[src/bsa_log2_cell.sv]
// ============================================================================
// bsa_log2_cell
// One squaring step of the log2 iteration, for the pressure lane and the
// reference lane side by side. Yields one fraction bit per lane.
// ============================================================================
module bsa_log2_cell #(
    parameter int VW = 21
) (
    input  logic          i_clk,
    input  logic          i_ce,
    input  logic [30:0]   i_m_p,
    input  logic [30:0]   i_m_r,
    input  logic [VW-1:0] i_v_p,
    input  logic [VW-1:0] i_v_r,
    output logic [30:0]   o_m_p,
    output logic [30:0]   o_m_r,
    output logic [VW-1:0] o_v_p,
    output logic [VW-1:0] o_v_r
);

    logic [61:0]   w_sq_p;
    logic [61:0]   w_sq_r;
    logic [30:0]   n_m_p;
    logic [30:0]   n_m_r;
    logic [VW-1:0] n_v_p;
    logic [VW-1:0] n_v_r;
    logic [30:0]   r_m_p;
    logic [30:0]   r_m_r;
    logic [VW-1:0] r_v_p;
    logic [VW-1:0] r_v_r;

    // square, then halve when the mantissa reached 2.0
    always_comb begin
        w_sq_p = {31'd0, i_m_p} * {31'd0, i_m_p};
        w_sq_r = {31'd0, i_m_r} * {31'd0, i_m_r};
        n_m_p  = w_sq_p[61] ? w_sq_p[61:31] : w_sq_p[60:30];
        n_m_r  = w_sq_r[61] ? w_sq_r[61:31] : w_sq_r[60:30];
        n_v_p  = {i_v_p[VW-2:0], w_sq_p[61]};
        n_v_r  = {i_v_r[VW-2:0], w_sq_r[61]};
    end

    always_ff @(posedge i_clk) begin
        if (i_ce) begin
            r_m_p <= n_m_p;
            r_m_r <= n_m_r;
            r_v_p <= n_v_p;
            r_v_r <= n_v_r;
        end
    end

    assign o_m_p = r_m_p;
    assign o_m_r = r_m_r;
    assign o_v_p = r_v_p;
    assign o_v_r = r_v_r;

endmodule

[config.mk]
export PLATFORM = sky130hd
export DESIGN_NAME = bsa_log2_cell
export DESIGN_NICKNAME = d
export VERILOG_FILES = /design/src/bsa_log2_cell.sv
export SDC_FILE = /design/constraint.sdc
export NUM_CORES = 2
export LEC_CHECK = 0
export ABC_AREA = 1
export BUFFER_PORTS_ARGS = -buffer_cell sky130_fd_sc_hd__buf_2
export CAP_MARGIN = 5
export CORE_ASPECT_RATIO = 0.75
export CORE_UTILIZATION = 30
export DETAILED_ROUTE_END_ITERATION = 12
export HOLD_SLACK_MARGIN = 0.05
export PLACE_DENSITY = 0.42
export SETUP_SLACK_MARGIN = 0.5
export SLEW_MARGIN = 0
export SYNTH_ARGS = -nofsm -noshare
export SYNTH_HDL_FRONTEND = slang
export SYNTH_SLANG_ARGS = --single-unit
[constraint.sdc]
create_clock -name i_clk -period 7.3 [get_ports i_clk]
set_input_delay 0.73 -clock i_clk [delete_from_list [all_inputs] [get_ports i_clk]]
set_output_delay 0.73 -clock i_clk [all_outputs]
set_load 0.01 [all_outputs]
==> key figures <==
Route
  • Routed vias/inst: around 4.2
  • Iteration-0 DRC Markers: 2902
  • Post-route ant nets: 0
  • Routed length per instance: around 16 um
  • Remaining DRCs: 0
  • 1st-pass router iterations: 6
  • Routed WL: between 150000 and 200000 um
  • Via count: between 40000 and 50000

Hold path
  • Type of the worst min-delay path: in2reg
  • Hold depth: 1

Synth
  • Syn_nets: around 9900
  • Largest cells by area after synthesis: fa_1 (48%), inv_1 (16%), nand2_1 (13%)
  • Register bit count reported by yosys: around 100
  • Ys async rst share: 0%
  • Cell area after synthesis: ~0.062 sq mm
  • Post-synthesis cell type count: 35
  • Leading cell types by count after synthesis: inv_1 (2647), nand2_1 (2096), fa_1 (1494)
  • Top-count cell post-synth: inv_1
  • Post-synth EDFFs: between 100 and 150
  • Post-synthesis cell count: between 7000 and 8000
  • Sequential fraction of the synthesis area: under 10%
  • Synthesis Warnings: 0
  • Most used DFF post-synth: edfxtp_1
  • Avg Inst Size Synth: ~8 sq um
  • Synth top area share: between 40% and 50%
  • Cell accounting for the most synthesized area: fa_1

CTS
  • CTS tree: done
  • CTS root buffer: clkbuf_16
  • Clock sinks: 104
  • Hold_buf cts: 0
  • TritonCTS buffer count: 9
  • H-tree levels: 3
  • Worst-path clk slew: around 0.090 ns
  • CTS Buffer Depth: 2

Timing
  • Fmax: about 140 MHz
  • Unrepaired setup endpoints after global routing: true
  • Final slew viol count: 0
  • Final period util: between 90% and 100%
  • Final min period: ~7.1 ns
  • Setup Viol. Count Final: 0
  • Worst slew margin: between 40% and 50%
  • Hold Vio Cnt, Final: 0
  • Measured slew at the worst slew-check pin: between 0.8 and 0.9 ns

Global routing
  • Gr usage total: between 10% and 20%
  • Vias in the first global route: 52300
  • Initial antenna violation count: 9
  • Pin count of the biggest net entering global routing: ~60
  • First-pass GRT wire length: roughly 300000 um
  • Grt ovf: 0

Floorplan
  • FP Rows: between 100 and 150
  • Die ar.: roughly 0.21 sq mm
  • Chip Height: between 300 and 400 um
  • Die width: between 500 and 600 um
  • I/O Pins: 210
  • Core Region: 0.204 sq mm
  • Starting density of the core: between 30 and 40%

Worst setup path
  • Max FO, Critical Path: 8
  • Arrival @ worst endpoint: 7.23 ns
  • Worst setup startpoint: i_m_p[10]
  • Cell family with most CP delay: adder cells
  • Critical path class: in2reg
  • Crit path buffers/inverters: 8
  • Crit path required time: approximately 7.5 ns
  • CP dominant cell by count: nand2_2
  • Setup crit end: o_m_p[14]
  • Crit. path cell count: 32
  • CP startpoint kind: input port
  • Slowest CP cell: fa_2
  • Peak per-stage delay on the critical path: approximately 0.61 ns
  • CP Capture Type: flop

Run status
  • Run status: complete, no violations

Final layout
  • Area grow syn2layout: 23.5%
  • Final #Nets: roughly 11000
  • Final core utilization: between 30% and 40%
  • Fillers: around 21000
  • Share of layout cells above drive strength 1: between 10% and 20%

Placed design
  • GP Congestion: 0.893
  • IO Port Bufs: 207
  • DP HPWL: about 170000 um

Run
  • Max_cap viols: 0
==> worst min path at each step <==
stage | startpoint | end | slack [ns]
final | i_v_r[13] | o_v_r[14] | 0.50
after CTS | i_v_r[13] | o_v_r[14] | 0.47
after global placement | i_v_p[7] | o_v_p[8] | 0.91
after floorplan | i_v_p[9] | o_v_p[10] | 0.83
after detailed placement | i_v_r[12] | o_v_r[13] | 0.91
after global routing | i_v_p[3] | o_v_p[4] | 0.48
==> cell families after synthesis <==
group	count (synthesis)	share of synthesized area [%]
AOI/OAI and AO/OA	192	1.72
buffers and inverters	2850	17.4
xor gates and xnor gates	60	0.849
DFF	104	5.05
adders and majority gates	2028	59.1
and+or+nand+nor	2522	15.9
==> final cells by class <==
type	instances	area, sq um	area share [%]
Antenna cell	3	7.51	0.00982
Clock buffer	9	225	0.295
Clock inverter	7	66.3	0.0868
Inverter	2648	9960	13.0
Multi-Input combinational cell	4802	50300	65.8
Sequential cell	104	3120	4.09
Tap cell	2682	3360	4.39
Timing Repair Buffer	1107	9350	12.2
Timing Repair inverter	3	41.3	0.0540
==> flip-flops by register name, summed over array words and instances (netlist names) <==
| name | count |
|---|---|
| o_m_p | 31 |
| o_v_r | 21 |
| o_v_p | 21 |
| o_m_r | 31 |
==> per-stage QoR <==
| step | worst slack, ns | hold slack (ns) | std cells | cell area, sq um | TNS, ns |
|---|---|---|---|---|---|
| 2_1_floorplan | 0.455 | 0.829 | 7756 | 62500 | 0 |
| 3_3_place_gp | -0.650 | 0.906 | 11300 | 72600 | -31.54 |
| 3_5_place_dp | -0.637 | 0.908 | 11300 | 72600 | -31.27 |
| 4_1_cts | 0.286 | 0.468 | 11300 | 74600 | 0 |
| 5_1_grt | 0.0539 | 0.480 | 11400 | 76400 | 0 |
| 6_report | 0.222 | 0.496 | 11400 | 76400 | 0 |
==> cell usage in the layout, fill, tap and decap left out, types with 5 or more instances in the layout <==
cell type	n
inv_1	2617
nand2_1	1863
fa_1	1449
buf_4	806
ha_1	488
nand2_2	186
buf_2	156
nor2_1	147
nand3_1	122
edfxtp_1	104
a21oi_1	76
buf_12	76
nand2_4	47
buf_6	47
ha_4	46
fa_2	45
nor2_2	43
xor2_1	36
a21oi_2	36
o21ai_0	31
inv_2	29
nand4_1	25
nor2_4	25
xnor2_1	22
o21bai_1	20
clkbuf_16	17
nand3_2	12
nor3_1	10
a21oi_4	8
buf_8	8
or2_2	7
nor3_2	6
and2_1	5
a21o_1	5
and3_1	5
==> per-layer routing <==
metal / GRT usage [%] / vias to the layer above / wire length [um] / part of all wire, %
met2: 25.9 / 881 / 72900 / 39
met5: 0 / - / 0 / 0
li1: - / 23400 / - / -
met4: 1.79 / 0 / 1350 / 0.73
met3: 2.63 / 50 / 10100 / 5.4
met1: 30.3 / 23900 / 102000 / 55
==> timing repair <==
action                                  4_1_cts  5_1_grt
gates cloned                                  7       10
resized for setup                           355      382
endpoints found under the setup margin       64       64
pin swaps                                   116      139
buffers inserted                             32       16
Power is not shown: default switching activity piles up to over one toggle a cycle in this logic, so the estimate is an artifact.
