[config.mk]
export PLATFORM = sky130hd
export DESIGN_NAME = bsa_exp2_cell
export DESIGN_NICKNAME = d
export VERILOG_FILES = /design/src/bsa_pkg.sv /design/src/bsa_exp2_cell.sv
export SDC_FILE = /design/constraint.sdc
export NUM_CORES = 1
export LEC_CHECK = 0
export ABC_CLOCK_PERIOD_IN_PS = 6500
export BUFFER_PORTS_ARGS = -buffer_cell sky130_fd_sc_hd__buf_2
export CORE_MARGIN = 2
export CORE_UTILIZATION = 58
export DETAILED_ROUTE_END_ITERATION = 8
export MAX_ROUTING_LAYER = met4
export PLACE_DENSITY = 0.91
export REMOVE_ABC_BUFFERS = 1
export SYNTH_ARGS = -nofsm -noshare
export SYNTH_HDL_FRONTEND = slang
export SYNTH_SLANG_ARGS = --single-unit
[constraint.sdc]
create_clock -name i_clk -period 6.5 [get_ports i_clk]
set_input_delay 0.65 -clock i_clk [delete_from_list [all_inputs] [get_ports i_clk]]
set_output_delay 0.65 -clock i_clk [all_outputs]
set_load 0.01 [all_outputs]
[src/bsa_pkg.sv]
// ============================================================================
// bsa_pkg
// Shared types, constants and helper functions for the barometric
// altitude pipeline.
// ============================================================================
package bsa_pkg;

    // reset value of the reference pressure, 101325 Pa in Q6
    localparam logic [23:0] REF_PRESS_RESET   = 24'd6484800;
    // round(2^24 / 5.257)
    localparam logic [21:0] INV_EXP_Q24       = 22'd3191405;
    // 273.15 K in Q16
    localparam logic [25:0] KELVIN_OFFSET_Q16 = 26'd17901158;
    // 100 / 0.0065 in Q16
    localparam logic [29:0] CM_PER_KELVIN_Q16 = 30'd1008246154;
    // 1.0 in Q30
    localparam logic [30:0] ONE_Q30           = 31'h4000_0000;

    // per-item sideband that travels beside the arithmetic cells
    typedef struct packed {
        logic [23:0] traw;    // temperature word
        logic [23:0] praw;    // pressure word
        logic [23:0] p0;      // reference pressure at the time of the request
        logic        pzero;   // pressure is zero
        logic        rzero;   // reference pressure is zero
        logic [54:0] wprod;   // Tk * cm-per-kelvin, before rounding
        logic [31:0] w;       // cm per unit y, Q8
        logic [3:0]  nb;      // integer part of the exponent, biased by 8
        logic        yneg;    // y below zero
    } t_side;

    // one result as it sits in the output register or the skid stage
    typedef struct packed {
        logic [79:0] tdata;
        logic        tuser;
    } t_out;

    // index of the top set bit, 0 for a zero word
    function automatic logic [4:0] lead_one(input logic [23:0] x);
        logic [4:0] r;
        r = 5'd0;
        for (int i = 0; i < 24; i++) begin
            if (x[i]) begin
                r = 5'(i);
            end
        end
        return r;
    endfunction

    // integer square root, used only to build constants
    function automatic logic [63:0] isqrt(input logic [63:0] x);
        logic [63:0] r;
        logic [63:0] b;
        logic [63:0] xx;
        r  = 64'd0;
        xx = x;
        for (int i = 0; i < 32; i++) begin
            b = 64'd1 << (62 - 2 * i);
            if (xx >= r + b) begin
                xx = xx - (r + b);
                r  = (r >> 1) + b;
            end else begin
                r = r >> 1;
            end
        end
        return r;
    endfunction

    // 2^(2^-k) in Q30, by repeated square roots of 2.0
    function automatic logic [30:0] exp_coef(input int k);
        logic [63:0] c;
        c = 64'd2 << 30;
        for (int j = 1; j <= 32; j++) begin
            if (j <= k) begin
                c = isqrt(c << 30);
            end
        end
        return c[30:0];
    endfunction

endpackage

[src/bsa_exp2_cell.sv]
// ============================================================================
// bsa_exp2_cell
// One step of the exp2 product: multiplies the accumulator by 2^(2^-K)
// when fraction bit 32-K of the exponent is set.
// ============================================================================
module bsa_exp2_cell #(
    parameter int K = 1
) (
    input  logic        i_clk,
    input  logic        i_ce,
    input  logic [31:0] i_f,
    input  logic [30:0] i_acc,
    output logic [31:0] o_f,
    output logic [30:0] o_acc
);

    localparam logic [30:0] COEF = bsa_pkg::exp_coef(K);

    logic [61:0] w_prod;
    logic [30:0] n_acc;
    logic [31:0] r_f;
    logic [30:0] r_acc;

    // conditional multiply by the stage coefficient
    always_comb begin
        w_prod = {31'd0, i_acc} * {31'd0, COEF};
        n_acc  = i_f[32-K] ? w_prod[60:30] : i_acc;
    end

    always_ff @(posedge i_clk) begin
        if (i_ce) begin
            r_f   <= i_f;
            r_acc <= n_acc;
        end
    end

    assign o_f   = r_f;
    assign o_acc = r_acc;

endmodule

==> results.yml, run 1 <==
setup_path:
  worstSetupPathType: "input pin to flip-flop"
  cp_max_fo: 4
  worstSetupEndpointType: "flip-flop"
  crit_arrival_ns: 7.57
  cp_data_required_time_ns: 6.62
  start_kind: "input pin"
  slowest_delay_ns: 0.77
  cpMostUsedCell: "fa_1"
  path_cells: "buf_2 -> buf_4 -> ha_4 -> fa_2 -> fa_1 -> inv_1 -> fa_1 -> inv_2 -> fa_1 -> fa_2 -> fa_1 -> inv_1 -> fa_1 -> inv_1 -> ha_4 -> a21o_1 -> a31o_1 -> a32oi_1 -> nand3_2 -> o21ai_4 -> a211oi_4 -> or3_1 -> xor2_1 -> mux2_4"
  cp_slowest_cell: "fa_1"
timing:
  setup_violations: 31
  fmax_ghz: 0.134
  fin_crit_ns: 7.44
  post-route-period-util_pct: 114
  tightestPinTransition_ns: 0.877
  rsz0062_at_grt: "true"
  hold_violations: 0
  drv_slew: 0
  whs_ns: 0.465
  layout_setup_ws_ns: -0.942
  relSlewSlack_pct: 41.0
logic_synthesis:
  synth.most_common_cell: "inv_1"
  synth_top_cell_by_area: "fa_1"
  ys_top_cells_by_area: "fa_1, ha_1, inv_1, edfxtp_1, a21o_1"
  async_flop_share_pct: 0
  yosys_warnings: 0
  ys_seq_area_share_pct: 10.3
  synth_top_area_share_pct: 35.9
  synthDistinctLibCells: 62
  ys_ff_latch: 63
  synthFlopType: "edfxtp_1"
  syn_inst: 1762
  synth-edff-count: 63
  yosys-top-cells-count: "inv_1, ha_1, fa_1"
  syn_area_per_cell_um2: 10.4
  netlist_area_um2: 18400
hold_path:
  holdPathStages: 1
  hold_path_end: "o_f[13]"
  hold_path.class: "input pin to flip-flop"
  worstHoldStart: "i_f[13]"
global_routing:
  antenna_found_initial: 4
  grt_pass1_vias: 17700
  grt_max_degree: 54
  grt.overflow.total: 0
  grt_use_total_pct: 38.9
  grt_pass1_wl_mm: 94.2
cts:
  cts_buffers: 9
  clk_pin_slew_ns: 0.07
  root_buffer: "clkbuf_16"
  clock-sinks: 63
  clockBufferDepth: 2
  cts_tree: "built"
  htree_levels: 3
drt:
  wl_mm: 74.4
  vias: 16900
  antenna_left: 0
  first_pass_iters: 8
  drtIter0Drc: 1850
  wl_per_cell_um: 28.5
  drc: 0
  viasPerCell: 6.46
place:
  place_inst: 2552
  dpl.hpwl_mm: 44.1
  io_buffers: 127
  gp_congestion: 0.997
status:
  failed_checks: "setup timing"
  status: "finished, violations left"
floorplanning:
  die_area_um2: 33200
  die_w_um: 182
  start_util_pct: 58.6
  io_pins: 128
  die_h_um: 182
  row_count: 65
  core-area_um2: 31400
cells_and_area:
  instances_no_fill: 2610
  fin_nets: 3006
  drive_above_1_share_pct: 30.1
  area_growth_pct: 29.4
run:
  maxCapViolCount: 0
-- cells by family after synthesis --
| family | Yosys count | synth area share (%) |
|---|---|---|
| simple gates | 155 | 4.20 |
| xor+xnor | 52 | 2.47 |
| mux | 22 | 1.33 |
| compound gates | 171 | 6.33 |
| flops | 63 | 10.3 |
| fa+ha+maj | 743 | 64.0 |
| buf+inv | 556 | 11.4 |
-- critical path, delay by kind of cell --
family / cells / cell delay, ns
fa+ha+maj: 9 / 4.04
compound gates: 5 / 1.25
buf+inv: 6 / 0.67
simple gates: 2 / 0.51
mux: 1 / 0.26
xor+xnor: 1 / 0.16
-- layout make-up --
type / count / area (um2)
clock inverter: 6 / 85.1
multi-input combinational: 1143 / 15800
antenna: 5 / 12.5
clock buffer: 10 / 229
fill: 1629 / 7580
inverter: 540 / 2030
timing repair buffer: 441 / 3250
tap: 402 / 503
sequential: 63 / 1890
-- state kept, by name, summed over array words and instances (netlist names) --
| register | count |
|---|---|
| o_acc | 31 |
| o_f | 32 |
-- worst max-delay path by stage --
stage / start / to / cells past startpoint
6_report: i_acc[9] / o_acc[26] / 24
5_1_grt: i_acc[9] / o_acc[26] / 24
4_1_cts: i_acc[23] / o_acc[26] / 26
3_5_place_dp: i_acc[18] / o_acc[26] / 25
3_3_place_gp: i_acc[19] / o_acc[26] / 25
2_1_floorplan: i_acc[18] / o_acc[26] / 24
-- layout by cell type (no fill, tap or decap), drive strengths merged, types with 6 or more instances in the layout --
cell      n
edfxtp   63
clkbuf   13
nand2    48
and2     11
nand3    13
mux2     20
xnor2    25
o21ai    26
ha      413
a21oi    49
nor3     14
a21o     36
a211oi    9
inv     540
nand4    17
xor2     27
o31ai     6
buf     438
fa      330
a31oi     6
nor2     32
and3      6
-- per-layer routing --
layer  global-route usage, %  part of all wire, %  up-vias
li1                        -                    -     6453
met2                    62.6                   44     1599
met5                       -                    0        -
met4                    29.1                   12        0
met1                    41.4                   31     7965
met3                    10.3                   13      844
-- per-stage QoR --
step / TNS (ns) / cell area, um2 / utilization (%) / worst slack [ns]
6_report: -22.03 / 23800 / 75.9 / -0.942
5_1_grt: -24.09 / 23800 / 75.9 / -0.985
4_1_cts: -5.13 / 23100 / 73.5 / -0.304
3_5_place_dp: -26.08 / 21500 / 68.6 / -1.08
3_3_place_gp: -21.17 / 21500 / 68.6 / -0.903
2_1_floorplan: -5.57 / 18300 / - / -0.432
-- repair_timing --
item                                    4_1_cts  5_1_grt
endpoints found under the setup margin       29       31
buffers inserted                             25       16
gates resized for setup                     180      130
pin swaps                                    98       79
hold endpoints to repair                      0        0
hold buffers                                  0        0
Power of run 1 is left out: the tool's default activity adds up to more than one toggle a clock period on the data nets, which glitch-free logic cannot reach.
==> run 2, diff against run 1 <==
==> constraint.sdc (replaced) <==
create_clock -name i_clk -period 6.5 [get_ports i_clk]
set_input_delay 1.3 -clock i_clk [delete_from_list [all_inputs] [get_ports i_clk]]
set_output_delay 1.3 -clock i_clk [all_outputs]
set_load 0.01 [all_outputs]
==> run 2 against run 1 <==
Net effect: the run still ends with setup timing left; sequential cell count did not move; critical path depth increased by 1; wire length fell by 2.6%; worst setup slack worse by 1.1 ns; via count down 2.0%; clock-buffer cell count is the same; final area up 1.1%; die area stayed put.
==> results.yml, run 2 (synthesized netlist as in run 1, its figures left out) <==
drt:
  drtIter0Drc: 1671
  wl_mm: 72.5
  first_pass_iters: 6
  antenna_left: 0
  viasPerCell: 6.29
  wl_met3_mm: 8.89
  top_layer_used: "met4"
  wl_met2_mm: 32.1
  wl_met1_mm: 22.8
  wl_per_cell_um: 27.6
  vias: 16500
  drc: 0
status:
  status: "finished, violations left"
  failed_checks: "setup timing"
cts:
  cts_tree: "built"
  cts_buffers: 9
  htree_levels: 3
  clk_pin_slew_ns: 0.06
  root_buffer: "clkbuf_16"
  clock-sinks: 63
  clockBufferDepth: 2
timing:
  hold_violations: 0
  fin_crit_ns: 8.59
  drv_slew: 0
  fin_tns_setup_ns: -47.15
  tightestPinTransition_ns: 0.773
  rsz0062_at_grt: "true"
  relSlewSlack_pct: 48.4
  layout_setup_ws_ns: -2.09
  fmax_ghz: 0.116
  setup_violations: 31
  post-route-period-util_pct: 132
floorplanning:
  die_w_um: 182
  die_area_um2: 33200
  core-area_um2: 31400
  die_h_um: 182
  row_count: 65
  start_util_pct: 58.6
  io_pins: 128
cells_and_area:
  final_util_pct: 76.7
  final_cell_mix: "inv_1, ha_1, fa_1"
  largest_reg_flops: 32
  area_growth_pct: 30.8
  fin_nets: 3024
  layout_commonest_cell: "inv_1"
  drive_above_1_share_pct: 32.6
setup_path:
  crit_arrival_ns: 8.69
  start_kind: "input pin"
  worstSetupPathType: "input pin to flip-flop"
  cp_max_fo: 7
  cp_data_required_time_ns: 6.60
  worstSetupEndpointType: "flip-flop"
global_routing:
  grt_pass1_wl_mm: 94.4
  grt_pass1_vias: 17600
  grt_use_total_pct: 39.0
  antenna_found_initial: 2
  grt_max_degree: 54
  grt.overflow.total: 0
place:
  gp_congestion: 0.989
  io_buffers: 127
  dpl.hpwl_mm: 45.5
hold_path:
  holdPathStages: 1
  hold_path.class: "input pin to flip-flop"
run:
  maxCapViolCount: 0
## run 2: changes by cell type in the layout (fill, tap and decap cells not counted), moves of 11 or more
cell,change
ha_4,+11
buf_4,+19
inv_2,+24
inv_1,-25
ha_1,-13
## run 2: path summary, 6_finish.rpt
check,from,end,slack [ns]
hold / removal,i_f[30],o_f[30],1.11
setup / recovery,i_acc[13],o_acc[20],-2.09
## run 2: per-layer routing
| metal | global-route usage [%] | up-vias |
|---|---|---|
| met3 | 7.72 | 743 |
| met2 | 64.0 | 1412 |
| met4 | 27.0 | 0 |
| met1 | 43.0 | 7880 |
| met5 | - | - |
| li1 | - | 6483 |
## run 2: layout make-up
type,instances,area (um2)
Fill cell,1658,7320
Sequential cell,63,1890
Clock buffer,10,229
Clock inverter,6,61.3
Multi-Input combinational cell,1143,16000
Timing Repair Buffer,459,3380
Antenna cell,2,5.00
Inverter,540,2030
Tap cell,402,503
## run 2: timing repair
action                                  in CTS  in global routing
endpoints found under the hold margin        0                  0
pin swaps                                  118                 76
resized for setup                          219                131
buffers inserted                            28                 20
endpoints found under the setup margin      31                 31
gates cloned                                 0                  0
hold buffers                                 0                  0
## run 2: critical path: stages
cell and delay, ns:
buf_4 0.14, ha_4 0.27, inv_1 0.05, fa_1 0.48
fa_1 0.50, inv_1 0.06, ha_1 0.28, inv_1 0.08
fa_1 0.70, inv_1 0.13, fa_2 0.41, fa_1 0.69
inv_2 0.10, fa_1 0.54, inv_2 0.05, ha_4 0.29
nand4_4 0.22, nor2_4 0.19, nand4_1 0.43, a311oi_4 0.70
nor3_2 0.14, nand4_1 0.31, nand2_1 0.16, xnor2_1 0.18
mux2_4 0.27
## run 2: through the flow
stage                     instances  setup WS [ns]  hold WS, ns  instance area [um2]
after floorplan                1746          -1.08         1.40                18300
after global placement         2561          -1.53         1.48                21600
after detailed placement       2561          -1.68         1.48                21600
after CTS                      2605         -0.923         1.11                23400
after global routing           2625          -2.13         1.11                24100
final                          2625          -2.09         1.11                24100
Power of run 2 is left out for the same reason.
